==> config.mk <==
export PLATFORM = sky130hd
export DESIGN_NAME = battery_level_filter_guard
export DESIGN_NICKNAME = d
export VERILOG_FILES = /design/src/design/bflg_pkg.sv /design/src/design/bflg_ram.sv /design/src/design/bflg_div.sv /design/src/design/battery_level_filter_guard.sv
export SDC_FILE = /design/constraint.sdc
export NUM_CORES = 1
export LEC_CHECK = 0
export BUFFER_PORTS_ARGS = -buffer_cell sky130_fd_sc_hd__buf_4
export CAP_MARGIN = 20
export CORE_UTILIZATION = 35
export CTS_CLUSTER_SIZE = 20
export DETAILED_ROUTE_END_ITERATION = 6
export GPL_TIMING_DRIVEN = 0
export SYNTH_ARGS = -nofsm -noshare
export SYNTH_HDL_FRONTEND = slang
export SYNTH_HIERARCHICAL = 1
export SYNTH_SLANG_ARGS = --single-unit
==> constraint.sdc <==
create_clock -name aclk -period 5.6 [get_ports aclk]
set_input_delay 1.12 -clock aclk [delete_from_list [all_inputs] [get_ports aclk]]
set_output_delay 1.12 -clock aclk [all_outputs]
set_load 0.005 [all_outputs]
==> src/design/bflg_pkg.sv <==
// shared types, constants and codes for the battery level filter guard
package bflg_pkg;

    localparam int unsigned WINDOW_DEPTH_DEF = 10;

    localparam int unsigned RAW_W     = 8;
    localparam int unsigned STATUS_W  = 2;
    localparam int unsigned LEVEL_W   = 7;
    localparam int unsigned COUNT_W   = 8;
    localparam int unsigned CFG_IDX_W = 2;
    localparam int unsigned CFG_DAT_W = 8;

    localparam logic [LEVEL_W-1:0] PCT_MAX = LEVEL_W'(100);
    localparam logic [COUNT_W-1:0] COUNT_MAX = '1;

    // fewer samples than this give the plain mean
    localparam int unsigned TRIM_MIN_FILL = 3;
    // one maximum and one minimum dropped
    localparam int unsigned TRIM_DROP = 2;

    localparam logic [LEVEL_W-1:0] SHUTDOWN_LEVEL_RST  = LEVEL_W'(10);
    localparam logic [LEVEL_W-1:0] WARN_LEVEL_RST      = LEVEL_W'(15);
    localparam logic [COUNT_W-1:0] LOW_COUNT_LIMIT_RST = COUNT_W'(3);

    // charger status codes
    localparam logic [STATUS_W-1:0] CHG_NOT  = 2'd0;
    localparam logic [STATUS_W-1:0] CHG_ING  = 2'd1;
    localparam logic [STATUS_W-1:0] CHG_DONE = 2'd2;

    // configuration register indexes
    localparam logic [CFG_IDX_W-1:0] CFG_SHUTDOWN_LEVEL  = 2'd0;
    localparam logic [CFG_IDX_W-1:0] CFG_WARN_LEVEL      = 2'd1;
    localparam logic [CFG_IDX_W-1:0] CFG_LOW_COUNT_LIMIT = 2'd2;

    typedef struct packed {
        logic [RAW_W-1:0]    raw_percent;
        logic [STATUS_W-1:0] chg_state;
    } bflg_in_t;

    typedef struct packed {
        logic [LEVEL_W-1:0] level;
        logic               low_warning;
        logic               shutdown_request;
        logic               unplug_event;
    } bflg_out_t;

endpackage

==> src/design/bflg_ram.sv <==
// generic single-write, single-read ram with registered read data
module bflg_ram #(
    parameter int unsigned DATA_W = 8,
    parameter int unsigned DEPTH  = 16
) (
    input  logic                     aclk,
    input  logic                     wr_en,
    input  logic [$clog2(DEPTH)-1:0] wr_addr,
    input  logic [DATA_W-1:0]        wr_data,
    input  logic                     rd_en,
    input  logic [$clog2(DEPTH)-1:0] rd_addr,
    output logic [DATA_W-1:0]        rd_data
);

    logic [DATA_W-1:0] mem [DEPTH];

    always_ff @(posedge aclk) begin
        if (wr_en) begin
            mem[wr_addr] <= wr_data;
        end
        if (rd_en) begin
            rd_data <= mem[rd_addr];
        end
    end

endmodule

==> src/design/bflg_div.sv <==
// iterative restoring divider, one quotient bit per cycle, quotient known to fit Q_W bits
module bflg_div #(
    parameter int unsigned NUM_W = 10,
    parameter int unsigned DEN_W = 4,
    parameter int unsigned Q_W   = 7
) (
    input  logic             aclk,
    input  logic             aresetn,
    input  logic             start,
    input  logic [NUM_W-1:0] num,
    input  logic [DEN_W-1:0] den,
    output logic             done,
    output logic [Q_W-1:0]   quo
);

    localparam int unsigned CNT_W = $clog2(Q_W + 1);

    logic [DEN_W-1:0] rem_reg, rem_next;
    logic [DEN_W-1:0] den_reg, den_next;
    logic [Q_W-1:0]   quo_reg, quo_next;
    logic [CNT_W-1:0] cnt_reg, cnt_next;
    logic             busy_reg, busy_next;
    logic             done_reg, done_next;
    logic [DEN_W:0]   trial;
    logic             fits;

    assign trial = {rem_reg, quo_reg[Q_W-1]};
    assign fits  = trial >= {1'b0, den_reg};

    always_comb begin
        rem_next  = rem_reg;
        den_next  = den_reg;
        quo_next  = quo_reg;
        cnt_next  = cnt_reg;
        busy_next = busy_reg;
        done_next = 1'b0;
        if (start) begin
            // upper bits are below the divisor since the quotient fits Q_W bits
            rem_next  = DEN_W'(num >> Q_W);
            quo_next  = num[Q_W-1:0];
            den_next  = den;
            cnt_next  = '0;
            busy_next = 1'b1;
        end else if (busy_reg) begin
            rem_next = fits ? DEN_W'(trial - {1'b0, den_reg}) : trial[DEN_W-1:0];
            quo_next = {quo_reg[Q_W-2:0], fits};
            cnt_next = cnt_reg + CNT_W'(1);
            if (cnt_reg == CNT_W'(Q_W - 1)) begin
                busy_next = 1'b0;
                done_next = 1'b1;
            end
        end
    end

    always_ff @(posedge aclk) begin
        if (!aresetn) begin
            busy_reg <= 1'b0;
            done_reg <= 1'b0;
            cnt_reg  <= '0;
        end else begin
            busy_reg <= busy_next;
            done_reg <= done_next;
            cnt_reg  <= cnt_next;
        end
        rem_reg <= rem_next;
        den_reg <= den_next;
        quo_reg <= quo_next;
    end

    assign done = done_reg;
    assign quo  = quo_reg;

endmodule

==> src/design/battery_level_filter_guard.sv <==
// battery level filter guard: sample ring in ram, trimmed mean, direction hold, low guard
// path: charging or on-battery words go through ring scan (one entry per cycle), divider
//   start and divider wait to the finish state; other status goes straight to finish
// flow: one word at a time; a new word is taken once the result is loaded into the
//   output register, which may still wait
// reset: synchronous active low aresetn clears control state, fill, slot and low counts and
//   configuration to defaults; ring contents stay, only entries below the fill count are read
module battery_level_filter_guard #(
    parameter int unsigned WINDOW_DEPTH = bflg_pkg::WINDOW_DEPTH_DEF
) (
    input  logic                                 aclk,
    input  logic                                 aresetn,
    // input word channel
    input  logic                                 s_valid,
    output logic                                 s_ready,
    input  bflg_pkg::bflg_in_t                   s_data,
    // result word channel
    output logic                                 m_valid,
    input  logic                                 m_ready,
    output bflg_pkg::bflg_out_t                  m_data,
    // configuration write port
    input  logic                                 cfg_wr_en,
    input  logic [bflg_pkg::CFG_IDX_W-1:0]       cfg_index,
    input  logic [bflg_pkg::CFG_DAT_W-1:0]       cfg_wdata
);

    import bflg_pkg::*;

    // ring index, fill count and sum widths follow the window depth
    localparam int unsigned IDX_W = $clog2(WINDOW_DEPTH);
    localparam int unsigned CNT_W = $clog2(WINDOW_DEPTH + 1);
    localparam int unsigned SUM_W = $clog2(WINDOW_DEPTH * 100 + 1);

    typedef enum logic [4:0] {
        ST_IDLE = 5'b00001,
        ST_SCAN = 5'b00010,
        ST_DIVS = 5'b00100,
        ST_DIVW = 5'b01000,
        ST_FIN  = 5'b10000
    } state_t;

    state_t state_reg, state_next;

    // configuration
    logic [LEVEL_W-1:0] shutdown_level_reg, shutdown_level_next;
    logic [LEVEL_W-1:0] warn_level_reg, warn_level_next;
    logic [COUNT_W-1:0] low_count_limit_reg, low_count_limit_next;

    // persistent state
    logic [IDX_W-1:0]    write_slot_reg, write_slot_next;
    logic [CNT_W-1:0]    fill_reg, fill_next;
    logic [LEVEL_W-1:0]  held_reg, held_next;
    logic [COUNT_W-1:0]  low_cnt_reg, low_cnt_next;
    logic [STATUS_W-1:0] last_status_reg, last_status_next;

    // per-word working registers
    logic [STATUS_W-1:0] status_reg, status_next;
    logic [CNT_W-1:0]    issue_reg, issue_next;
    logic                rd_pend_reg, rd_pend_next;
    logic [SUM_W-1:0]    sum_reg, sum_next;
    logic [LEVEL_W-1:0]  hi_reg, hi_next;
    logic [LEVEL_W-1:0]  lo_reg, lo_next;
    logic [LEVEL_W-1:0]  filt_reg, filt_next;

    // output register
    logic                m_valid_reg, m_valid_next;
    bflg_out_t           out_reg, out_next;

    // ram and divider hookup
    logic                ram_wr_en;
    logic [LEVEL_W-1:0]  sample;
    logic                issuing;
    logic [LEVEL_W-1:0]  rd_data;
    logic                div_start;
    logic [SUM_W-1:0]    div_num;
    logic [CNT_W-1:0]    div_den;
    logic                div_done;
    logic [LEVEL_W-1:0]  div_quo;

    // misc combinational
    logic                s_fire;
    logic                in_has_sample;
    logic                fin_go;
    logic                on_batt;
    logic                has_sample;
    logic [LEVEL_W-1:0]  held_base;
    logic [LEVEL_W-1:0]  held_upd;
    logic [COUNT_W-1:0]  low_cnt_inc;

    assign s_ready       = state_reg == ST_IDLE;
    assign s_fire        = s_valid && s_ready;
    assign in_has_sample = (s_data.chg_state == CHG_NOT) ||
                           (s_data.chg_state == CHG_ING);
    // clamp raw gauge reading to full scale
    assign sample        = (s_data.raw_percent > RAW_W'(PCT_MAX)) ? PCT_MAX
                                                                  : s_data.raw_percent[LEVEL_W-1:0];
    assign ram_wr_en     = s_fire && in_has_sample;
    // read entries 0 .. fill-1, one per cycle
    assign issuing       = (state_reg == ST_SCAN) && (issue_reg < fill_reg);

    bflg_ram #(
        .DATA_W (LEVEL_W),
        .DEPTH  (WINDOW_DEPTH)
    ) u_ring (
        .aclk    (aclk),
        .wr_en   (ram_wr_en),
        .wr_addr (write_slot_reg),
        .wr_data (sample),
        .rd_en   (issuing),
        .rd_addr (issue_reg[IDX_W-1:0]),
        .rd_data (rd_data)
    );

    // plain mean under three samples, else trimmed mean
    always_comb begin
        if (fill_reg < CNT_W'(TRIM_MIN_FILL)) begin
            div_num = sum_reg;
            div_den = fill_reg;
        end else begin
            div_num = sum_reg - SUM_W'(hi_reg) - SUM_W'(lo_reg);
            div_den = fill_reg - CNT_W'(TRIM_DROP);
        end
    end

    assign div_start = state_reg == ST_DIVS;

    bflg_div #(
        .NUM_W (SUM_W),
        .DEN_W (CNT_W),
        .Q_W   (LEVEL_W)
    ) u_div (
        .aclk    (aclk),
        .aresetn (aresetn),
        .start   (div_start),
        .num     (div_num),
        .den     (div_den),
        .done    (div_done),
        .quo     (div_quo)
    );

    // direction hold and low guard, evaluated when the result is loaded
    assign has_sample  = (status_reg == CHG_NOT) || (status_reg == CHG_ING);
    assign on_batt     = status_reg == CHG_NOT;
    // a held zero reloads from the filtered value
    assign held_base   = (held_reg == '0) ? filt_reg : held_reg;
    assign low_cnt_inc = (low_cnt_reg == COUNT_MAX) ? low_cnt_reg
                                                    : low_cnt_reg + COUNT_W'(1);

    always_comb begin
        if (!has_sample) begin
            held_upd = held_reg;
        end else if (on_batt) begin
            held_upd = (filt_reg < held_base) ? filt_reg : held_base;
        end else begin
            held_upd = (filt_reg > held_base) ? filt_reg : held_base;
        end
    end

    assign fin_go = (state_reg == ST_FIN) && (!m_valid_reg || m_ready);

    always_comb begin
        state_next           = state_reg;
        shutdown_level_next  = shutdown_level_reg;
        warn_level_next      = warn_level_reg;
        low_count_limit_next = low_count_limit_reg;
        write_slot_next      = write_slot_reg;
        fill_next            = fill_reg;
        held_next            = held_reg;
        low_cnt_next         = low_cnt_reg;
        last_status_next     = last_status_reg;
        status_next          = status_reg;
        issue_next           = issue_reg;
        rd_pend_next         = issuing;
        sum_next             = sum_reg;
        hi_next              = hi_reg;
        lo_next              = lo_reg;
        filt_next            = filt_reg;
        out_next             = out_reg;
        m_valid_next         = m_valid_reg && !m_ready;

        if (cfg_wr_en) begin
            case (cfg_index)
                CFG_SHUTDOWN_LEVEL:  shutdown_level_next  = cfg_wdata[LEVEL_W-1:0];
                CFG_WARN_LEVEL:      warn_level_next      = cfg_wdata[LEVEL_W-1:0];
                CFG_LOW_COUNT_LIMIT: low_count_limit_next = cfg_wdata[COUNT_W-1:0];
                default: ;
            endcase
        end

        case (state_reg)
            ST_IDLE: begin
                if (s_fire) begin
                    status_next = s_data.chg_state;
                    issue_next  = '0;
                    sum_next    = '0;
                    hi_next     = '0;
                    lo_next     = PCT_MAX;
                    if (in_has_sample) begin
                        // push into the ring; slot wraps, fill saturates
                        write_slot_next = (write_slot_reg == IDX_W'(WINDOW_DEPTH - 1))
                                          ? '0 : write_slot_reg + IDX_W'(1);
                        fill_next       = (fill_reg == CNT_W'(WINDOW_DEPTH))
                                          ? fill_reg : fill_reg + CNT_W'(1);
                        state_next      = ST_SCAN;
                    end else begin
                        state_next = ST_FIN;
                    end
                end
            end
            ST_SCAN: begin
                if (issuing) begin
                    issue_next = issue_reg + CNT_W'(1);
                end
                if (rd_pend_reg) begin
                    sum_next = sum_reg + SUM_W'(rd_data);
                    hi_next  = (rd_data > hi_reg) ? rd_data : hi_reg;
                    lo_next  = (rd_data < lo_reg) ? rd_data : lo_reg;
                    // last read data arrives once nothing more is issued
                    if (!issuing) begin
                        state_next = ST_DIVS;
                    end
                end
            end
            ST_DIVS: begin
                state_next = ST_DIVW;
            end
            ST_DIVW: begin
                if (div_done) begin
                    filt_next  = (div_quo > PCT_MAX) ? PCT_MAX : div_quo;
                    state_next = ST_FIN;
                end
            end
            ST_FIN: begin
                if (fin_go) begin
                    held_next                 = held_upd;
                    last_status_next          = status_reg;
                    out_next.level            = held_upd;
                    out_next.low_warning      = 1'b0;
                    out_next.shutdown_request = 1'b0;
                    out_next.unplug_event     = 1'b0;
                    if (on_batt) begin
                        out_next.unplug_event = (last_status_reg == CHG_ING) ||
                                                (last_status_reg == CHG_DONE);
                        out_next.low_warning  = held_upd <= warn_level_reg;
                        if (held_upd <= shutdown_level_reg) begin
                            low_cnt_next              = low_cnt_inc;
                            out_next.shutdown_request = low_cnt_inc > low_count_limit_reg;
                        end else begin
                            low_cnt_next = '0;
                        end
                    end
                    m_valid_next = 1'b1;
                    state_next   = ST_IDLE;
                end
            end
            default: begin
                state_next = ST_IDLE;
            end
        endcase
    end

    always_ff @(posedge aclk) begin
        if (!aresetn) begin
            state_reg           <= ST_IDLE;
            shutdown_level_reg  <= SHUTDOWN_LEVEL_RST;
            warn_level_reg      <= WARN_LEVEL_RST;
            low_count_limit_reg <= LOW_COUNT_LIMIT_RST;
            write_slot_reg      <= '0;
            fill_reg            <= '0;
            held_reg            <= '0;
            low_cnt_reg         <= '0;
            last_status_reg     <= CHG_NOT;
            rd_pend_reg         <= 1'b0;
            m_valid_reg         <= 1'b0;
        end else begin
            state_reg           <= state_next;
            shutdown_level_reg  <= shutdown_level_next;
            warn_level_reg      <= warn_level_next;
            low_count_limit_reg <= low_count_limit_next;
            write_slot_reg      <= write_slot_next;
            fill_reg            <= fill_next;
            held_reg            <= held_next;
            low_cnt_reg         <= low_cnt_next;
            last_status_reg     <= last_status_next;
            rd_pend_reg         <= rd_pend_next;
            m_valid_reg         <= m_valid_next;
        end
        status_reg <= status_next;
        issue_reg  <= issue_next;
        sum_reg    <= sum_next;
        hi_reg     <= hi_next;
        lo_reg     <= lo_next;
        filt_reg   <= filt_next;
        out_reg    <= out_next;
    end

    assign m_valid = m_valid_reg;
    assign m_data  = out_reg;

    // fill count never passes the ring depth
    assert property (@(posedge aclk) disable iff (!aresetn)
        fill_reg <= CNT_W'(WINDOW_DEPTH))
        else $error("fill count above ring depth");

    // until the ring is full the write slot tracks the fill count
    assert property (@(posedge aclk) disable iff (!aresetn)
        (fill_reg < CNT_W'(WINDOW_DEPTH)) |-> (CNT_W'(write_slot_reg) == fill_reg))
        else $error("write slot out of step with fill count");

    // ram read data is only pending during the ring scan
    assert property (@(posedge aclk) disable iff (!aresetn)
        rd_pend_reg |-> (state_reg == ST_SCAN))
        else $error("ring read pending outside scan");

    // loading a result never overwrites one that is still waiting
    assert property (@(posedge aclk) disable iff (!aresetn)
        (state_reg == ST_FIN && m_valid_reg && !m_ready) |=> (state_reg == ST_FIN))
        else $error("result loaded over a waiting word");

endmodule

# == After elaboration in Yosys (flattened, before gate mapping) ==
# Memories as Yosys holds them, arrays and structs flattened. A register that Yosys moved wholly into a read port is not among the register bits.
# Index checks and enable logic that the tools add are counted.
# Widths: inputs -> output; s select.
# word_totals
regBits,121
latchBits,0
ram_bits,70
rom_bits,0
in_bits,25
out_inout_bits,12
memories,1
# mem_list
memory,depth,word_bits,rd,rd_ports_with_merged_regs,wr,line_no,source
u_ring.mem,10,7,1,1,1,bflg_ram.sv:15,logic [DATA_W-1:0] mem [DEPTH];
# op_classes
add_sub_neg,10
mul,0
div_mod_pow,0
n_lt_le_gt_ge,12
n_eq_ne,23
shifts,0
n_mux,45
bitwise_logic,3
n_reduce_logical,34
# op_table
cell,n
$mux 7,14
$mux 10,3
$mux 5,6
$pmux 7 s2,2
$pmux 5 s5,1
$mux 4,5
$pmux 10 s2,1
$sub 10x7->10,2
$mux 8,2
$gt 7x7->1,2
$le 7x7->1,2
$lt 7x7->1,2
$reduce_and 2->1,7
$add 4x1->4 const B,3
$reduce_and 3->1,4
$reduce_and 4->1,3
$add 10x7->10,1
$add 8x1->8 const B,1
$eq 2x1->1 const B,4
$eq 4x4->1 const B,2
$eq 8x8->1 const B,1
$gt 8x7->1 const B,1
$gt 8x8->1,1
$mux 1,8
other kinds (28),49

# == Depth between registers and ports, before layout ==
# Gate-level depths: netlist of the first run.
# logic_depth
word_depth,8
mapped_depth,16
ltp_nobuf,16

# == Cells and area by module ==
# Netlist of the first run, hierarchy kept.
# modules_own_cells
mod,instances,cells_each,area_each_um2,seq_area_each_um2
battery_level_filter_guard,1,689,6456.2,2492.4
bflg_ram,1,165,3062.9,2312.2
bflg_div,1,87,1049.8,540.5

# == Least setup slack after synthesis of the first run ==
# No wires, ideal clock.
# synth_path
path_type,reg-to-reg
startpoint,register held_reg[6]
endpoint,register low_cnt_reg[1]
setup_time_ps,60
arrival_ps,3903
required_ps,5540
setup_slack_ps,1637
stages_incl_launch_ff,17
synth_period_minus_slack_ps,3963
path_cell_list,dfxtp_1 > nor4_1 > nand2_1 > nor2_1 > a21oi_1 > ha_1 > a21o_1 > a221oi_2 > nand3b_1 > a21o_1 > o22a_1 > ha_1 > a211oi_1 > o21bai_1 > o22ai_1 > and3_1 > a32o_1
# synth_between
elab_chain_cells,8
# synth_rtl
item,line_no,source
"start, declared",battery_level_filter_guard.sv:52,"logic [LEVEL_W-1:0] held_reg, held_next;"
"start signal, assigned",battery_level_filter_guard.sv:282,held_reg <= held_next;
$logic_not 7->1,battery_level_filter_guard.sv:145,assign held_base = (held_reg == '0) ? filt_reg : held_reg;
$mux 7 (*),battery_level_filter_guard.sv:145,
$gt 7x7->1 / $lt 7x7->1 (equally long branches),"battery_level_filter_guard.sv:155, battery_level_filter_guard.sv:153",
$mux 7 (on tied branches),"battery_level_filter_guard.sv:155, battery_level_filter_guard.sv:153",
$mux 7 (*),battery_level_filter_guard.sv:152,end else if (on_batt) begin
$mux 7 (*),battery_level_filter_guard.sv:150,if (!has_sample) begin
named net held_upd[4],battery_level_filter_guard.sv:87,logic [LEVEL_W-1:0] held_upd;
$le 7x7->1 (*),battery_level_filter_guard.sv:245,if (held_upd <= shutdown_level_reg) begin
$mux 8 (*),battery_level_filter_guard.sv:245,
"end signal, assigned",battery_level_filter_guard.sv:283,low_cnt_reg <= low_cnt_next;
"end, declared",battery_level_filter_guard.sv:53,"logic [COUNT_W-1:0] low_cnt_reg, low_cnt_next;"
# Mark *: on every way through the listed nets, which the timed path passes. The rest lies on a longest branch.
# A chain may end at the register's enable or synchronous reset.

# == Worst setup path after layout of the first run ==
# layout_path
startpoint,register held_reg[6]
endpoint,register low_cnt_reg[7]
# The elaborated chain is that of the path after synthesis.

==> summary by stage, run 1 <==
STA
Setup repair after global routing left no endpoint under its margin. The relative slew slack is 0.3242. The total negative slack is 0 ns. Dividing the final minimum period by the clock period gives 0.9027. The transition time at the pin with the least slew margin is 1.006 ns.

After layout, the minimum clock period comes to 5.055 ns. Derived from the worst setup path, the maximum achievable clock frequency is 197.8 MHz. The final hold violation count is 0. Setup violations remaining at the end of the flow were counted as 0.

Clock skew on the completed layout was measured at 0.01666 ns. The count of pins over their slew limit is 0.

Clock network
Buffers inserted to repair hold after CTS numbered 0. The clock passes through at most 2 buffers. For the worst-skew pair, the clock arrives at the later sink with an insertion delay of 0.44 ns.

Buffers inserted during clock tree synthesis total 17. The clock drives 198 sinks. The clock tree from TritonCTS is done. The number of H-tree branching levels is 4. After clock tree synthesis, the clock-pin slew on the worst setup and hold paths is 0.08 ns.

The clock tree root buffer cell is clkbuf_16.

Synthesis
The number of unique standard cell types used by synthesis is 80. The synthesized area divided by synthesized cell count is 11.23 um^2. In the synthesized netlist, the number of instances is 941. Synthesis inferred 198 register bits. The synthesized design contains 138 enable-type register cells.

The total nets after synthesis is 1049. The most used flip-flop cell after synthesis is edfxtp_1. The number of warnings reported in the yosys synthesis log is 6. Of the synthesized area, sequential elements account for 0.5057.

The proportion of register bits with asynchronous set or reset after synthesis is 0. The post-synth design cell area is 10570 um^2.

Final layout
The final cell count without fillers is 1404. 0 antenna diodes ended up in the layout. The register with the most flip-flops in the layout has 70 of them.

The net count of the finished layout is 1109. The layout overhead on the synthesized area is 13.70%. Of the cells placed in the final design, the portion with a size suffix greater than 1 is 0.1450.

The number of inserted filler cells in the final layout is 2882. Once layout is complete, the utilization of the core stands at 0.4054.

Critical path
The type of element capturing the critical path is a flip-flop. The endpoint identified for the worst register-to-register timing path is low_cnt_reg[7]. The flop-to-flop setup slack is 0.54 ns. The sort of element at the start of the critical path is a flip-flop. STA puts the critical path data required time at 5.97 ns. The largest fanout on the critical path is 7. The worst register-to-register path begins at held_reg[6]. The arrival time of the worst setup path is 5.42 ns. The number of cells on the worst reg-to-reg path is 16. The path type of the worst setup path is flip-flop to flip-flop.

Power
The largest vdd supply drop is 0.2077 mV. In this run the static leakage power is 4.660 nW. Power spread over the standard cell area amounts to 296.0 nW/um^2.

Power comes to 0.003557 W.

Route
In the routed layout, each cell is associated on average with a via count of 5.097. The final antenna-violating net count is 0. The total number of vias is 7156.

The number of design rule violations left after detail routing is 0. The pre-antenna-repair detailed-routing pass consisted of 5 iterations. The routed design has 22.31 mm of wire.

The number of DRC markers in iteration 0 is 443. The routed wire length per instance is 15.89 um.

Place
The number of cells in the design after placement is 1371. The number of buffer cells added on primary ports is 36. The sum of net half-perimeters after detailed placement is 16.69 mm. The placer congestion estimate is 0.8258.

Floorplan
For this configuration, the core starts out at a cell density of 0.3566. In this run the count of I/O pins placed on the die edge is 37. The core footprint is 29640 um^2. The die footprint is 30900 um^2. From bottom edge to top edge, the die measures 175.8 um. From left edge to right edge, the die measures 175.8 um.

Row generation in the floorplan step produced 63 rows.

Global route
The via count of the first global-routing pass was 6998. For met1 alone, demand over resource in global routing was 0.2044. The routing layer with the top usage in global route is met2.

The number of antenna violations at the first check in global routing was 0. In the global route stage, met3 resource usage came out at 0.02229. In the global route stage, overall resource usage came out at 0.1508. Entering global routing, the biggest net connects 23 pins.

The fraction of met2 tracks used by global routing is 0.2464. The first global-routing pass estimated 36.75 mm of wire. The leftover overflow at the end of global routing is 0.

Flow run
The max-capacitance violation count is 0.

Worst hold path
The cell depth of the worst min-delay path is 2. The endpoint of the worst hold path is low_cnt_reg[6]. The classification of the worst-slack hold path is flip-flop to flip-flop.

The hold path startpoint is low_cnt_reg[6].

Outcome
The run finished with clean final reports.
-- stage by stage --
stage / area (um^2) / worst slack (ns) / hold slack (ns)
after floorplan: 10570 / 1.637 / 0.4401
after global placement: 11330 / 0.4562 / 0.4546
after detailed placement: 11350 / 0.4951 / 0.4575
after CTS: 12000 / 0.4506 / 0.4694
after global routing: 12020 / 0.03001 / 0.5164
final: 12020 / 0.5447 / 0.4702
-- final cells by class --
| class | count | area (um^2) | share of cell area |
|---|---|---|---|
| buffer | 28 | 175.2 | 0.01458 |
| clock buffer | 17 | 425.4 | 0.03540 |
| clock inverter | 15 | 217.7 | 0.01812 |
| inverter | 73 | 274.0 | 0.02280 |
| multi-input combinational | 642 | 4788 | 0.3985 |
| sequential | 198 | 5345 | 0.4448 |
| tap | 390 | 488.0 | 0.04061 |
| timing repair buffer | 41 | 302.8 | 0.02520 |
-- metal layers --
layer / routed length (um) / vias up
met5: 0 / -
met4: 361 / 0
met3: 497 / 21
met2: 10590 / 100
met1: 10850 / 3440
li1: - / 3595
-- what timing repair did --
item / CTS / global route
endpoints found under the setup margin: 0 / 5
setup buffers: 0 / 0
gates resized for setup: 0 / 2
-- cells in the mapped netlist, drive strengths merged, types with 4 or more instances --
cell / instances / area, um^2
a211oi: 6 / 50.05
nand3b: 8 / 60.06
xor2: 7 / 61.31
ha: 74 / 925.9
mux2i: 33 / 330.3
mux2: 28 / 315.3
o211ai: 10 / 75.07
nand3: 15 / 75.07
xnor2: 15 / 131.4
nor2: 74 / 277.8
buf: 10 / 97.59
nand4: 10 / 62.56
nor2b: 13 / 81.33
or2: 11 / 71.32
a32o: 8 / 80.08
and3: 17 / 106.4
inv: 73 / 274.0
o22ai: 12 / 75.07
nor3b: 4 / 30.03
a21o: 8 / 60.06
a31oi: 11 / 68.82
fa: 9 / 180.2
nor3: 20 / 105.1
a22o: 14 / 123.9
o31ai: 8 / 80.08
and2: 11 / 71.32
dfxtp: 60 / 1201
nand2b: 17 / 106.4
clkbuf: 18 / 77.57
o21a: 6 / 45.04
nor4: 7 / 58.81
nor4b: 4 / 35.03
edfxtp: 138 / 4144
nand2: 68 / 257.8
o21ai: 33 / 165.2
a21oi: 37 / 185.2
-- critical path: stages, from the launching register on --
cell       delay [ns]
dfxtp_1          0.36
nor4_1           0.45
nand2_1          0.18
nor2_1           0.39
a21oi_1          0.14
ha_1             0.32
a21o_1           0.20
o211ai_1         0.41
nand3b_1         0.31
a21o_1           0.32
o22a_1           0.28
ha_1             0.31
a211oi_1         0.21
o21bai_1         0.11
o22ai_1          0.48
and3_1           0.38
o2bb2ai_1        0.14
-- where the power goes --
group	total [W]	internal [W]	leakage, nW	switching (W)
Combinational	0.000590	0.000254	2.60	0.000336
Sequential	0.00167	0.00162	1.75	0.0000426
Clock	0.00130	0.000660	0.311	0.000640
-- placed cells by master (no fill, tap or decap), types with 13 or more instances in the layout --
cell | synthesis | layout
edfxtp_1 | 138 | 138
nor2_1 | 74 | 74
ha_1 | 74 | 74
inv_1 | 73 | 73
nand2_1 | 67 | 67
dfxtp_1 | 60 | 60
buf_4 | 0 | 39
a21oi_1 | 37 | 37
o21ai_0 | 33 | 33
mux2i_1 | 33 | 33
mux2_2 | 28 | 28
nor3_1 | 19 | 19
nand2b_1 | 17 | 17
and3_1 | 17 | 17
clkbuf_1 | 17 | 17
clkbuf_16 | 0 | 17
nand3_1 | 15 | 15
xnor2_1 | 15 | 15
a22o_1 | 13 | 13
nor2b_1 | 13 | 13
-- worst max path at each step --
stage	cells past startpoint	from	endpoint	slack [ns]
2_1_floorplan	16	held_reg[6]	low_cnt_reg[1]	1.64
3_3_place_gp	16	held_reg[6]	low_cnt_reg[3]	0.46
3_5_place_dp	16	held_reg[6]	low_cnt_reg[3]	0.50
4_1_cts	16	held_reg[6]	low_cnt_reg[4]	0.45
5_1_grt	16	held_reg[6]	low_cnt_reg[4]	0.03
6_report	16	held_reg[6]	low_cnt_reg[7]	0.54
-- logic make-up (layout without fill, tap and decap cells) --
logic type / after synthesis / after routing / share of synthesized area
xor gates and xnor gates: 22 / 22 / 0.01823
AOI/OAI and AO/OA: 183 / 183 / 0.1240
adders and majority gates: 83 / 83 / 0.1047
muxes: 61 / 61 / 0.06109
buffers and inverters: 101 / 174 / 0.04250
and+or+nand+nor: 293 / 293 / 0.1438
DFF: 198 / 198 / 0.5057
Note: power is estimated with default switching activity, not from simulation.
==> run 2, diff against run 1 <==
--- a/config.mk
+++ b/config.mk
@@ -6,11 +6,11 @@
 export NUM_CORES = 1
 export LEC_CHECK = 0
 export BUFFER_PORTS_ARGS = -buffer_cell sky130_fd_sc_hd__buf_4
-export CAP_MARGIN = 20
-export CORE_UTILIZATION = 35
+export CORE_UTILIZATION = 50
 export CTS_CLUSTER_SIZE = 20
 export DETAILED_ROUTE_END_ITERATION = 6
 export GPL_TIMING_DRIVEN = 0
+export PLACE_DENSITY = 0.66
 export SYNTH_ARGS = -nofsm -noshare
 export SYNTH_HDL_FRONTEND = slang
 export SYNTH_HIERARCHICAL = 1
==> constraint.sdc (replaced) <==
create_clock -name aclk -period 5.57 [get_ports aclk]
set_input_delay 1.114 -clock aclk [delete_from_list [all_inputs] [get_ports aclk]]
set_output_delay 1.114 -clock aclk [all_outputs]
set_load 0.005 [all_outputs]
==> run 2 against run 1 <==
Effect of this change:
- critical path depth unchanged
- non-clock buffer count decreased by 4
- global-route usage increased by 6.4 points
- sequential power about the same
- clock power increased by 4%
- cell count decreased by 8.8%
- register-to-register slack about the same
- largest cell class unchanged
- clock skew increased by 0.0016 ns
- setup slack improved by 0.010 ns
- utilization increased by 17 points
- maximum frequency increased by 0.80%
==> summary by stage, run 2 (synthesis results as in run 1) <==
Outcome
The run finished with clean final reports.

Place
Once detailed placement completed, the half-perimeter wirelength came to 16.13 mm. The worst slack at placement is 0.6108 ns. The number of placed instances, taps included, is 1247. In this run the tool buffered the top-level ports with 36 buffer cells. The placer congestion estimate is 0.8801.

Final layout
In the layout the commonest cells are edfxtp_1, nor2_1, ha_1. The number of flip-flops under the largest register name is 70. Leaving out fill and tap cells, the most frequent cell in the layout is edfxtp_1.

The layout has 1727 filler cells. The net count of the finished layout is 1105. In the final layout, the share of cells above drive strength 1 is 0.1406. The layout overhead on the synthesized area is 12.18%. The final cell count without fillers is 1280.

0 antenna diodes ended up in the layout.

Floorplan
The core footprint is 20490 um^2. In this run the count of I/O pins placed on the die edge is 37. The site row count is 52. The initial utilization of the core area, before any placement, comes to 0.5157. In this run the vertical extent of the chip is 147.4 um.

The die covers 21720 um^2. The die width is 147.4 um.

Worst hold path
The worst hold path terminates at low_cnt_reg[6]. The cell depth of the worst min-delay path is 2. The classification of the worst-slack hold path is flip-flop to flip-flop. The startpoint identified for the worst hold timing path is low_cnt_reg[6].

Power
The ratio of total power to cell area is 305.0 nW/um^2. After layout, the design draws a total of 0.003616 W. IR analysis of the VDD net gives a maximum drop of 0.2044 mV. The cell leakage power is 4.650 nW.

Global route
The wire length of the first global-routing pass is 36.25 mm. The global-route usage over all layers is 0.2148. The number of antenna violations at the first check in global routing is 0.

The largest net degree at the start of global routing is 23. Global routing finished with a remaining overflow of 0. The via count of the first global-routing pass was 7125.

Critical path
The setup path with the least slack is of type flip-flop to flip-flop. STA classifies the critical path startpoint as a flip-flop. The reg-to-reg critical path startpoint is held_reg[6]. The setup check on the worst reg-to-reg path leaves a slack of 0.55 ns. The largest fanout on the critical path is 6.

The type of element capturing the critical path is a flip-flop. Counting cells, the worst reg-to-reg path comes to 16. For the worst setup path, the data required time is 5.96 ns. Data arrives at the worst endpoint at 5.41 ns. In this run the critical register-to-register path is captured at low_cnt_reg[1].

Clock network
Clock latency on the worst-skew pair, taken at its later pin, is 0.45 ns. The H-tree was split into 4 levels. The clock tree root buffer cell is clkbuf_16. CTS saw 198 sinks. The maximum root-to-sink buffer count is 2.

TritonCTS built the clock tree. The clock slew at the register clock pins of the worst setup and hold paths is 0.08 ns. Buffers inserted during clock tree synthesis total 17.

Route
The number of design rule violations left after detail routing is 0. The number of DRC markers in iteration 0 is 394. Using the TritonRoute via totals, the vias-per-cell ratio works out to 5.624. In this run the remaining antenna-violating nets after routing total 0. The routed wire length per instance is 17.10 um. The sum of routed wire length over all layers is 21.89 mm.

The pre-antenna-repair detailed-routing pass consisted of 7 iterations. The routed layout has 7199 vias.

STA
The transition time at the pin with the least slew margin is 1.152 ns. The count of pins over their slew limit is 0. The relative slew slack is 0.2240. The final setup violation count is 0. For the finished layout, the period the worst path requires is 5.015 ns.

The post-route worst setup slack is 0.5548 ns. The achievable clock frequency is 199.4 MHz. The share of the cycle needed by the critical path after routing is 0.9004.

Setup repair after global routing left no endpoint under its margin. The clock arrives with 0.01823 ns of skew. The final hold violation count came to 0. For the final routed database, the setup TNS stands at 0 ns.

Flow run
The tool flagged a number of max-cap violations equal to 0.
run 2: changes by cell type in the layout (fill, tap and decap cells not counted):
cell | previous run | this run
buf_2 | 5 | 4
inv_6 | 1 | 2
buf_4 | 39 | 36
inv_8 | 5 | 3
clkinv_4 | 1 | 0
a31oi_2 | 1 | 0
bufinv_16 | 1 | 2
a31oi_1 | 10 | 11
inv_12 | 1 | 2
run 2: stage by stage:
step / area [um^2] / util / hold slack, ns
5_1_grt: 11860 / 0.5785 / 0.4887
3_3_place_gp: 11180 / 0.5454 / 0.4555
3_5_place_dp: 11180 / 0.5454 / 0.4667
4_1_cts: 11840 / 0.5779 / 0.4768
6_report: 11860 / 0.5785 / 0.4841
2_1_floorplan: 10570 / - / 0.4401
run 2: layout make-up:
| cell class | instances | area (um^2) | share of cell area |
|---|---|---|---|
| Buffer | 28 | 175.2 | 0.01477 |
| Clock inverter | 15 | 241.5 | 0.02037 |
| Clock buffer | 17 | 425.4 | 0.03588 |
| Sequential cell | 198 | 5345 | 0.4508 |
| Tap cell | 270 | 337.8 | 0.02849 |
| Timing Repair Buffer | 37 | 275.3 | 0.02322 |
| Inverter | 73 | 274.0 | 0.02311 |
| Multi-Input combinational cell | 642 | 4782 | 0.4033 |
run 2: worst max path at each step:
stage | cells after the start | slack [ns] | from | to
4_1_cts | 16 | 0.55 | held_reg[6] | low_cnt_reg[1]
5_1_grt | 16 | 0.03 | held_reg[6] | low_cnt_reg[1]
2_1_floorplan | 16 | 1.61 | held_reg[6] | low_cnt_reg[1]
6_report | 16 | 0.55 | held_reg[6] | low_cnt_reg[1]
3_3_place_gp | 16 | 0.64 | held_reg[6] | low_cnt_reg[1]
3_5_place_dp | 16 | 0.61 | held_reg[6] | low_cnt_reg[1]
run 2: metal layers:
metal | part of all wire | GRT usage | vias up
met4 | 0.018 | 0.07010 | 0
met1 | 0.46 | 0.2776 | 3477
met5 | 0 | 0 | -
met3 | 0.033 | 0.03735 | 25
met2 | 0.49 | 0.3658 | 120
li1 | - | - | 3577
run 2: power breakdown:
group,internal (W),switching (W)
Sequential,0.00163,0.0000437
Combinational,0.000253,0.000337
Clock,0.000708,0.000640
run 2: what timing repair did:
action	in CTS	in global routing
setup buffers	0	0
endpoints found under the setup margin	0	5
hold buffers	0	0
resized for setup	0	1
run 2: worst max-delay path, cell delays in order (launching register included):
cell      delay [ns]
dfxtp_1         0.36
nor4_1          0.49
nand2_1         0.19
nor2_1          0.35
a21oi_1         0.13
ha_1            0.34
and3_1          0.21
a221oi_2        0.42
nand3b_1        0.25
a31oi_1         0.45
a22o_1          0.29
ha_1            0.27
o21ai_0         0.19
o21bai_1        0.09
o22ai_1         0.40
and3_1          0.36
a32o_1          0.16
==> run 3, diff against run 2 <==
--- a/config.mk
+++ b/config.mk
@@ -10,8 +10,8 @@
 export CTS_CLUSTER_SIZE = 20
 export DETAILED_ROUTE_END_ITERATION = 6
 export GPL_TIMING_DRIVEN = 0
-export PLACE_DENSITY = 0.66
+export PLACE_DENSITY = 0.67
+export REMOVE_ABC_BUFFERS = 1
 export SYNTH_ARGS = -nofsm -noshare
 export SYNTH_HDL_FRONTEND = slang
-export SYNTH_HIERARCHICAL = 1
 export SYNTH_SLANG_ARGS = --single-unit
==> run 3 against run 2 <==
Effect of this change:
- critical path depth increased by 2
- highest routed layer unchanged
- utilization is 0.90 points lower
- non-clock buffer count down 26
- largest cell class unchanged
- clock skew about the same
- global-route usage is 1.3 points lower
- critical path type unchanged
- register-to-register slack improved by 0.16 ns
- hold slack lost 0.0074 ns
- cell count decreased by 4.1%
==> summary by stage, run 3 <==
Route
Across all layers, the routed design uses 6822 vias. The number of DRC markers in iteration 0 is 312. Using the TritonRoute via totals, the vias-per-cell ratio works out to 5.555. Once detail routing completed, the nets flagged for antenna violations numbered 0. The routed wire length per instance is 16.47 um.

The final layout contains routed wiring with a total length of 20.23 mm. The first TritonRoute pass finished after 5 iterations. For this run, design rule violations remaining after detail routing come to 0.

Critical path
The worst-path cell with the longest stage delay is o21bai_1. The number of buffer and inverter instances along the worst setup path is 0. The most frequent cell on the critical path is a21oi_1. The critical path is of the flip-flop to flip-flop type. The arrival time of the worst setup path is 5.19 ns.

The sort of element at the start of the critical path is a flip-flop. The largest single stage delay on the critical path is 0.60 ns. Along the worst path, the maximum fanout reaches 9. The gate family responsible for the most delay along the worst path is compound AO/OA/AOI/OAI gates.

The worst setup path is captured at a flip-flop. The critical path goes through nor4_1 > nand2_1 > nor2_2 > a21oi_1 > ha_1 > a21oi_1 > nand3_1 > a21oi_2 > mux2_2 > a21oi_1 > a22o_1 > ha_1 > nor2b_1 > o21ai_0 > a21oi_1 > o21bai_1 > nand4b_1 > a21oi_1. The critical path required time is 5.91 ns. The startpoint identified for the worst register-to-register timing path is held_reg[4]. The critical path starts at held_reg[4].

Final layout
Of the cells placed in the final design, the portion with a size suffix greater than 1 is 0.1211. The net count of the finished layout is 1053. The most common library cell in the layout ignoring fill and taps is edfxtp_1. The repair_antennas step left the layout with diodes totalling 0.

From synthesis to final layout, the design area changed by 11.45%. Once layout is complete, the cells apart from fillers number 1228. The top cell types in the final layout, fill and taps aside, are edfxtp_1, nor2_1, ha_1. At the end of the flow the core is filled with cells to 0.5695.

The number of flip-flops under the largest register name is 70.

STA
The setup clock skew after layout is 0.01776 ns. The count of pins over their slew limit is 0. The final hold violation count is 0. The shortest clock period the worst path allows after layout is 4.856 ns. Setup violations remaining at the end of the flow were counted as 0. The share of the cycle needed by the critical path after routing is 0.8718. Headroom to the max-slew limit came out at 0.1776. Adding up every negative setup slack in the final design gives 0 ns. Setup repair after global routing left no endpoint under its margin. Static timing analysis puts the maximum clock frequency at 205.9 MHz.

At the pin with the least slew margin, the transition time is 1.214 ns.

Floorplan
The count of pins on the block boundary is 37. After floorplanning, the core was divided into 52 placement rows. The die footprint is 21330 um^2. The core footprint is 20300 um^2.

Measured along the x axis, the die boundary spans 146.0 um. The initial utilization of the core area, before any placement, comes to 0.5110. The die is 146.0 um tall.

Clock network
The H-tree was split into 4 levels. The number of gates resized after CTS is 0. The clock passes through at most 2 buffers. In this run the post-CTS setup repair buffer count came out at 0. The tree is rooted in a clkbuf_16. The clock slew at the register clock pins of the worst setup and hold paths is 0.08 ns.

In this run, CTS created clock tree buffers numbering 17. TritonCTS built the clock tree. The later pin in the worst-skew pair is clocked with a latency of 0.45 ns. The number of hold buffers added after cts is 0. Counting every sink on the clock net gives 198.

Synthesis
The most common cell in the netlist is edfxtp_1. By area the synthesized netlist is led by edfxtp_1, dfxtp_1, ha_1. The share of the Yosys chip area taken by registers is 0.5153. Among all flip-flop cells after synthesis, the most frequent one is edfxtp_1. The portion of synthesized cell area occupied by the leading cell type is 0.3995. The post-synth design cell area is 10370 um^2. The post-synthesis instance total is 916. Ranked by instance count, the synthesized netlist is headed by edfxtp_1, nor2_1, ha_1, inv_1, dfxtp_1. The number of warnings reported in the yosys synthesis log is 0. The synthesized area divided by synthesized cell count is 11.32 um^2. The synthesized design contains 198 register bits.

The proportion of register bits with asynchronous set or reset after synthesis is 0. The number of enable-type register cells in the synthesized netlist is 138. Summed over all instances, the cell type with the most area after synthesis is edfxtp_1. In this run, distinct cell masters in the synthesized netlist total 76.

Global route
The routing layer with the top usage in global route is met2. For this run, global-route usage on met3 was measured as 0.04344. The fraction of met1 tracks used by global routing is 0.2674.

The fraction of met2 tracks used by global routing is 0.3414. The wire length of the first global-routing pass is 34.00 mm. The largest net degree at the start of global routing is 37. The number of antenna violations at the first check in global routing is 0. The leftover overflow at the end of global routing is 0. The global-route usage over all layers is 0.2019. The via count of the first global-routing pass was 6699.

Worst hold path
The classification of the worst-slack hold path is flip-flop to flip-flop. The worst hold path begins at u_div.rem_reg[3].

Flow run
The tool flagged a number of max-cap violations equal to 0.

Power
The cell leakage power is 4.481 nW. Overall power consumption after layout is estimated at 0.003539 W. The largest vdd supply drop is 0.2157 mV.

The ratio of total power to cell area is 306.1 nW/um^2.

Place
The placer congestion estimate is 0.8650. The number of cells in the design after placement is 1196. Buffers placed on the I/O ports in this run total 36.

The sum of net half-perimeters after detailed placement is 14.65 mm.

Outcome
The run finished with clean final reports.
[run 3: cell count changes in the layout (fill, tap and decap cells not counted), sizes merged, moves of 11 or more]
cell    change
a21oi      +22
mux2       -24
clkbuf     -19
mux4       +14
o22ai      -11
[run 3: cell type report]
class	count	area, um^2
flip-flops and latches	198	5345
inverters	67	251.5
fillers	1727	8738
well taps	270	337.8
clock inverters	15	209.0
multi-input cells	622	4676
repair buffers	39	316.6
clock buffers	17	425.4
[run 3: layer usage]
| layer | wire (um) | vias to the layer above | share of wire |
|---|---|---|---|
| met5 | 0 | - | 0 |
| met4 | 182 | 0 | 0.0090 |
| met3 | 717 | 16 | 0.035 |
| met2 | 9875 | 105 | 0.49 |
| met1 | 9456 | 3281 | 0.47 |
| li1 | - | 3420 | - |
[run 3: worst min-delay path: cells and delay by family, from the launching register on]
kind | cells | cell delay, ns
DFF | 1 | 0.32
AOI/OAI and AO/OA | 1 | 0.05
and+or+nand+nor | 1 | 0.06
[run 3: logic make-up after synthesis]
kind of cell	count (synthesis)	share of synthesized area
buf+inv	96	0.03618
compound gates	180	0.1151
fa+ha+maj	83	0.1066
flops	198	0.5153
mux	43	0.05922
simple gates	290	0.1457
xor+xnor	26	0.02195
[run 3: final timing paths]
kind | endpoint | slack [ns] | cells after the start
setup / recovery | low_cnt_reg[3] | 0.71 | 18
hold / removal | u_div.rem_reg[3] | 0.48 | 2
setup reg to reg | low_cnt_reg[3] | 0.71 | 18
hold reg to reg | u_div.rem_reg[3] | 0.48 | 2
[run 3: power by group]
group	switching (W)	internal (W)	total, W
Clock	0.000654	0.000626	0.00128
Combinational	0.000321	0.000249	0.000570
Sequential	0.0000565	0.00163	0.00169
[run 3: stage by stage]
stage | setup WS [ns] | hold slack (ns) | area [um^2]
after floorplan | 1.593 | 0.4452 | 10250
after global placement | 0.7613 | 0.4614 | 10860
after detailed placement | 0.7517 | 0.4667 | 10920
after CTS | 0.7233 | 0.4784 | 11560
after global routing | 0.1613 | 0.4982 | 11560
final | 0.7142 | 0.4767 | 11560
